### config.mk
export PLATFORM = sky130hd
export DESIGN_NAME = gdfs_ram
export DESIGN_NICKNAME = d
export VERILOG_FILES = /design/src/hdl/gdfs_ram.sv
export SDC_FILE = /design/constraint.sdc
export NUM_CORES = 1
export LEC_CHECK = 0
export ABC_AREA = 1
export BUFFER_PORTS_ARGS = -buffer_cell sky130_fd_sc_hd__buf_2
export CAP_MARGIN = 30
export CELL_PAD_IN_SITES_DETAIL_PLACEMENT = 1
export CELL_PAD_IN_SITES_GLOBAL_PLACEMENT = 1
export CORE_ASPECT_RATIO = 0.7
export CORE_MARGIN = 10
export CORE_UTILIZATION = 40
export DETAILED_ROUTE_END_ITERATION = 10
export HOLD_SLACK_MARGIN = 0.12
export PLACE_DENSITY_LB_ADDON = 0.08
export SLEW_MARGIN = 20
export SYNTH_ARGS = -nofsm -noshare
export SYNTH_HDL_FRONTEND = slang
export SYNTH_SLANG_ARGS = --single-unit
### constraint.sdc
create_clock -name aclk -period 5 [get_ports aclk]
set_input_delay 0.25 -clock aclk [delete_from_list [all_inputs] [get_ports aclk]]
set_output_delay 0.25 -clock aclk [all_outputs]
set_load 0.02 [all_outputs]
### src/hdl/gdfs_ram.sv
// Generic simple dual-port RAM: one write port, one registered read port.
module gdfs_ram #(
    parameter int WIDTH = 8,
    parameter int DEPTH = 64
) (
    input  logic                     aclk,
    input  logic                     we,
    input  logic [$clog2(DEPTH)-1:0] waddr,
    input  logic [WIDTH-1:0]         wdata,
    input  logic [$clog2(DEPTH)-1:0] raddr,
    output logic [WIDTH-1:0]         rdata
);

    logic [WIDTH-1:0] mem [DEPTH];

    // Write and registered read
    always_ff @(posedge aclk) begin
        if (we) begin
            mem[waddr] <= wdata;
        end
        rdata <= mem[raddr];
    end

endmodule

* Word-level counts from Yosys, hierarchy flattened
Memories as Yosys holds them, arrays and structs flattened. A register that Yosys moved wholly into a read port is not among the register bits. Index checks and enable logic that the tools add are counted. W data, S select, Z words.
Cells by class: mux-type cells 2
Operators with widths (number):
- $mux W1 | 2
Word-level totals: bits in writable memories 512, register bits 0, output and inout bits 8, memories kept 1
Memories:
- mem | words 64, bits a word 8, read ports 1, clocked after Yosys merged registers in 1, write ports 1, line 14 | logic [WIDTH-1:0] mem [DEPTH];

* Longest topological paths before layout
Gate-level depths: netlist of run 1.
depth in word-level cells 2, gate-level depth with buffers 12, mapped depth without buffers 9

* Least setup slack after synthesis of run 1
Ideal clock, no wire load.
kind input-to-reg, start in we, end mem mem[48][0] (enable), slack 2.984 ns, cell stages on the path 3, arrival time 1.621 ns, buffers on the path 1, cell sequence clkbuf_1 nand4_1 nor4_1
Between the ends: longest elaborated chain between the ends 2
RTL lines:
- from (decl) | line 7 | input logic we,
- $mux W1 | line 18 | if (we) begin
- $mux W1 (not written as such) | line 19 | mem[waddr] <= wdata;
- to (decl) | line 14
Every way passes these cells.

==> run_results.csv, run 1 <==
group,metric,value,unit
timing,timing.final.crit_share,46.2,%
timing,fin_hold_ws,0.207,ns
global_routing,overflow,0,
timing,finClkSkew,0.0159,ns
finish,fin_util,44.5,%
clock_network,cts_root_buf,"clkbuf_16",
timing,hold_violations,0,
floorplan,dieWidth,296,um
critical_path,worstReg2RegStart,"mem[19][5]",
synthesis,syn_inst,1805,
synthesis,synth_compound_area_share,0,%
drt,met3WireLength,2.80,mm
critical_path,crit_path_max_incr_delay,0.60,ns
global_routing,track_usage,20.0,%
clock_network,clkTransAtPathRegs,0.06,ns
timing,rsz0062_at_grt,"false",
synthesis,synth-simple-area-share,23.2,%
flow_run,drv_cap,0,
floorplan,dieArea,63100,um2
critical_path,crit_arrival,2.84,ns
critical_path,timing.rr.end,"rdata[5]",
drt,wl_per_cell,24.7,um
pwr,vdd_ir_drop_max,0.299,mV
synthesis,synth_fa_ha_area_share,0,%
drt,drtAntennaViolNets,0,
critical_path,required,5.53,ns
drt,drt_iter0_drc,1088,
clock_network,postCtsSetupBuffers,0,
synthesis,syn_nets,1827,
clock_network,clk_latency,0.60,ns
pwr,p_leak,0.00829,uW
synthesis,synth_xor_area_share,0,%
timing,finalSetupTns,0,ns
critical_path,cp_slowest_cell,"inv_8",
critical_path,worst-setup-path-type,"input pin to flop",
drt,m1WireLength,31.5,mm
synthesis,synth.area.mux_share,0,%
synthesis,synth_seq_cells,520,
drt,wl,62.4,mm
min_path,hp-start,"raddr[4]",
synthesis,syn_area,21300,um2
clock_network,cts_tree,"done",
clock_network,cts_sinks,520,
critical_path,r2r_cells,8,
clock_network,numCtsBuffers,52,
critical_path,cp-end-kind,"flop",
synthesis,yosysUniqueCellTypes,16,
timing,drv_slew,0,
critical_path,r2r_slack,3.55,ns
place,dp_hpwl,35.0,mm
clock_network,htree_levels,2,
critical_path,crit_family,"buffers and inverters",
min_path,hold_class,"input pin to flop",
min_path,hold_depth,4,
global_routing,grt_pass1_wl,93.3,mm
synthesis,ys_warn_count,0,
critical_path,path_buf_inv,3,
clock_network,ctsResizeCount,0,
timing,setup_ws,2.69,ns
critical_path,setup.worst_path.start,"raddr[0]",
timing,slew-limit-headroom,32.6,%
global_routing,antenna_found_initial,0,
finish,final_nets,1830,
timing,layout_min_cycle_time,2.31,ns
critical_path,startpoint_type,"input pin",
min_path,hold_end,"rdata[7]",
finish,area_growth,9.47,%
drt,vias_per_cell,5.39,
timing,clock.fmax,433,MHz
drt,wl_met2,27.1,mm
drt,maxUsedRoutingLayer,"met4",
clock_network,cts_buffer_depth,3,
synthesis,synth_top_family_by_area,"simple AND/OR/NAND/NOR gates",
floorplan,die_y,213,um
pwr,power_density,387,nW/um2
floorplan,ios,30,
synthesis,syn_area_per_cell,11.8,um2
drt,drt_pass1_iterations,5,
drt,vias,13600,
global_routing,grt_max_degree,130,
finish,drive_gt1_share,6.67,%
floorplan,fp-row-count,70,
global_routing,grt_pass1_vias,13900,
critical_path,crit_chain,"clkbuf_8, inv_8, buf_4, nand2_1, nand3_1, nand3_1, nand2_1, nand2_1, nand3_1, nand3_1, nand2_1",
synthesis,yosysSeqAreaShare,72.8,%
place,io_buffer_count,29,
place,pre_cts_ws,2.11,ns
floorplan,start_util,40.7,%
place,finalWeightedCongestion,0.764,
drt,drc,0,
timing,finalSetupViolations,0,
floorplan,core,52500,um2
clock_network,ctsHoldBuffers,1,
timing,worstMarginPinSlew,1.01,ns
status,status,"finished clean",
critical_path,cp_max_fo,129,
## worst min-delay path, stage by stage
cell and delay [ns]:
buf_2 0.23, nand3_1 0.14, nand3_1 0.08, nand2_1 0.06
## how the worst max path moves through the flow
stage                      end  cells after the start
floorplan           mem[48][0]                      3
global placement      rdata[4]                     11
detailed placement  mem[13][6]                      4
CTS                   rdata[1]                     11
global route          rdata[2]                     11
finish                rdata[5]                     11
## where the power goes
group | internal (uW) | switching [uW] | total, uW
clock | 1980 | 1630 | 3600
sequential | 4830 | 19.9 | 4850
combinational | 134 | 456 | 590
total | 6940 | 2100 | 9040
## layout make-up
type | count | area, um2
clock inverters | 23 | 119
clock buffers | 68 | 1380
inverters | 12 | 55.1
well taps | 684 | 856
fillers | 5558 | 29100
repair buffers | 62 | 464
multi-input cells | 1160 | 4950
flip-flops and latches | 520 | 15500
diodes | 1 | 2.50
## layout by cell type (no fill, tap or decap), drive strengths merged
cell	instances
edfxtp	512
nor4	8
dfxtp	8
bufinv	1
clkinv	22
diode	1
nand4	9
nand2	648
dlygate4sd3	1
buf	60
clkbuf	69
inv	12
nand3	439
nor2	56
## synth_stat cells
cell type,n,area [um2]
nor2_1,56,210
edfxtp_1,512,15400
buf_8,2,30.0
buf_4,14,105
buf_6,35,394
inv_6,1,8.76
nand4_1,9,56.3
clkbuf_1,15,56.3
inv_2,1,3.75
nor4_1,8,50.1
nand3_1,439,2200
buf_1,10,37.5
nand2_1,648,2430
inv_1,10,37.5
buf_2,37,185
dfxtp_1,8,160
## state kept, by name (all words and copies together) (netlist names)
register / flops
rdata: 8
mem: 512
## layer usage
metal,vias up,global-route usage [%]
met3,64,2.84
li1,6355,-
met1,6952,30.7
met2,265,29.6
met5,-,0
met4,0,4.05
## metrics by stage
stage                     cells  power [uW]  cell area [um2]
after CTS                  2526        9130            23300
after global routing       2529        9370            23400
after detailed placement   2434        5530            21800
final                      2530        9040            23400
after floorplan            1805        5270            21300
after global placement     2433        5520            21800
## logic make-up (layout without fill, tap and decap cells)
group / Yosys count / count (layout)
AND/OR/NAND/NOR: 1160 / 1160
buffers and inverters: 125 / 165
other: 0 / 1
flip-flops: 520 / 520
Power figures use the tool's default switching activity.
==> inputs of run 2 (changes only) <==
==> constraint.sdc (replaced) <==
create_clock -name aclk -period 1.9 [get_ports aclk]
set_input_delay 0.095 -clock aclk [delete_from_list [all_inputs] [get_ports aclk]]
set_output_delay 0.095 -clock aclk [all_outputs]
set_load 0.02 [all_outputs]
==> run 2 against run 1 <==
Net effect: register-to-register slack lost 3.1 ns; count of clock-buffer cells in the layout shrank 1; design area grew 5.1%; critical path depth shrank 5; via count grew 5.0%; global-route usage grew 0.58 points; clock skew shrank 0.0039 ns; critical endpoint is now mem[50][7]; clock power grew to 2.6 times the previous value; die area is the same.
==> run_results.csv, run 2 (synthesis gave the netlist of run 1 again) <==
group,metric,value,unit
finish,largest_register_ffs,512,
status,status,"finished clean",
clock_network,clkTransAtPathRegs,0.06,ns
critical_path,startpoint_type,"input pin",
timing,timing.final.crit_share,96.7,%
finish,drive_gt1_share,11.8,%
timing,setup_ws,0.0622,ns
place,io_buffer_count,29,
floorplan,ios,30,
finish,ff_latch_area,15500,um2
min_path,hold_class,"input pin to flop",
place,finalWeightedCongestion,0.821,
critical_path,cp-end-kind,"flop",
clock_network,clk_latency,0.59,ns
drt,wl,64.5,mm
clock_network,cts_buffer_depth,3,
critical_path,worst-setup-path-type,"input pin to flop",
timing,worstMarginPinSlew,0.593,ns
pwr,pwr-share-seq,53.1,%
timing,clock.fmax,544,MHz
pwr,swShare,23.4,%
drt,drt_iter0_drc,1334,
pwr,p_leak,0.00898,uW
drt,drtAntennaViolNets,0,
drt,drt_pass1_iterations,5,
pwr,p_clk_share,39.7,%
global_routing,overflow,0,
global_routing,grt_pass1_wl,96.2,mm
critical_path,crit_arrival,2.13,ns
pwr,vdd_ir_drop_max,0.736,mV
clock_network,cts_root_buf,"clkbuf_16",
finish,post-route-cell-area,24500,um2
global_routing,grt_max_degree,65,
drt,vias,14300,
timing,finalSetupViolations,0,
finish,multi_input_area,4950,um2
finish,final_cells,2650,
pwr,combPwrFrac,7.2,%
finish,final_nets,1946,
global_routing,antenna_found_initial,6,
clock_network,cts_sinks,520,
critical_path,cp_max_fo,9,
floorplan,dieArea,63100,um2
timing,hold_violations,0,
drt,wl_per_cell,24.3,um
finish,largestRegisters,"mem (512), rdata (8)",
finish,mostFrequentLayoutCells,"648 x nand2_1, 512 x edfxtp_1, 439 x nand3_1",
pwr,power,24000,uW
floorplan,dieWidth,296,um
timing,layout_min_cycle_time,1.84,ns
global_routing,track_usage,20.6,%
clock_network,htree_levels,2,
timing,finClkSkew,0.0120,ns
timing,slew-limit-headroom,60.5,%
floorplan,die_y,213,um
flow_run,drv_cap,0,
global_routing,grt_pass1_vias,14600,
clock_network,numCtsBuffers,51,
clock_network,cts_tree,"done",
pwr,switchingPower,5620,uW
pwr,power_density,978,nW/um2
finish,final_common_cell,"nand2_1",
place,dpl_cell_area,22900,um2
critical_path,required,2.20,ns
place,pre_cts_ws,0.147,ns
floorplan,start_util,40.7,%
place,dp_cells,2539,
floorplan,fp-row-count,70,
drt,vias_per_cell,5.40,
finish,area_growth,15.0,%
finish,nFillCells,5507,
finish,largest-register,"mem",
floorplan,core,52500,um2
drt,drc,0,
place,dp_hpwl,40.1,mm
timing,drv_slew,0,
pwr,p_int,18400,uW
run 2: cell count changes in the layout (fill, tap and decap cells not counted), sizes merged:
cell / before / now
buf: 60 / 163
clkbuf: 69 / 68
clkinv: 22 / 25
diode: 1 / 2
dlygate4sd3: 1 / 15
run 2: worst paths after layout:
check | start | end | slack (ns) | cells after the start
worst max-delay path | waddr[1] | mem[50][7] | 0.06 | 6
worst max register to register | mem[39][1] | rdata[1] | 0.43 | 8
worst min register to register | mem[48][6] | rdata[6] | 0.82 | 8
worst min-delay path | raddr[3] | rdata[4] | 0.18 | 6
run 2: cell type report:
| type | count | area share (%) |
|---|---|---|
| flip-flops and latches | 520 | 63.3 |
| multi-input cells | 1160 | 20.2 |
| repair buffers | 179 | 6.65 |
| clock buffers | 67 | 5.62 |
| well taps | 684 | 3.49 |
| clock inverters | 26 | 0.556 |
| inverters | 12 | 0.224 |
| diodes | 2 | 0.0204 |
run 2: through the flow:
step                hold WS (ns)  utilization [%]  setup TNS [ns]
floorplan                  0.194                -               0
global placement           0.517             43.6               0
detailed placement         0.510             43.6               0
CTS                        0.142             46.8               0
global route               0.208             46.8          -0.274
finish                     0.178             46.8               0
run 2: timing repair:
item | 4_1_cts | 5_1_grt
hold buffers | 15 | 0
buffers inserted | 0 | 1
setup endpoints to repair | 0 | 8
hold endpoints to repair | 476 | 0
resized for setup | 0 | 0
run 2: worst max-delay path, stage by stage:
cell and delay, ns:
dlygate4sd3_1 0.53, buf_2 0.22, inv_1 0.17, nor4_1 0.32, dlygate4sd3_1 0.61, buf_4 0.18
run 2: routing by layer:
| layer | vias to the layer above | track usage, % | share of wire (%) |
|---|---|---|---|
| met1 | 7299 | 32.6 | 50 |
| li1 | 6590 | - | - |
| met3 | 75 | 3.19 | 6.8 |
| met5 | - | 0 | 0 |
| met4 | 0 | 4.38 | 1.7 |
| met2 | 348 | 29.0 | 41 |
run 2: power by group through the flow:
stage / logic (uW) / clock network, uW / registers, uW
finish: 1730 / 9520 / 12800
global route: 1910 / 10200 / 12800
CTS: 1750 / 9730 / 12800
detailed placement: 1720 / 0 / 13000
global placement: 1700 / 0 / 13000
floorplan: 892 / 0 / 13000
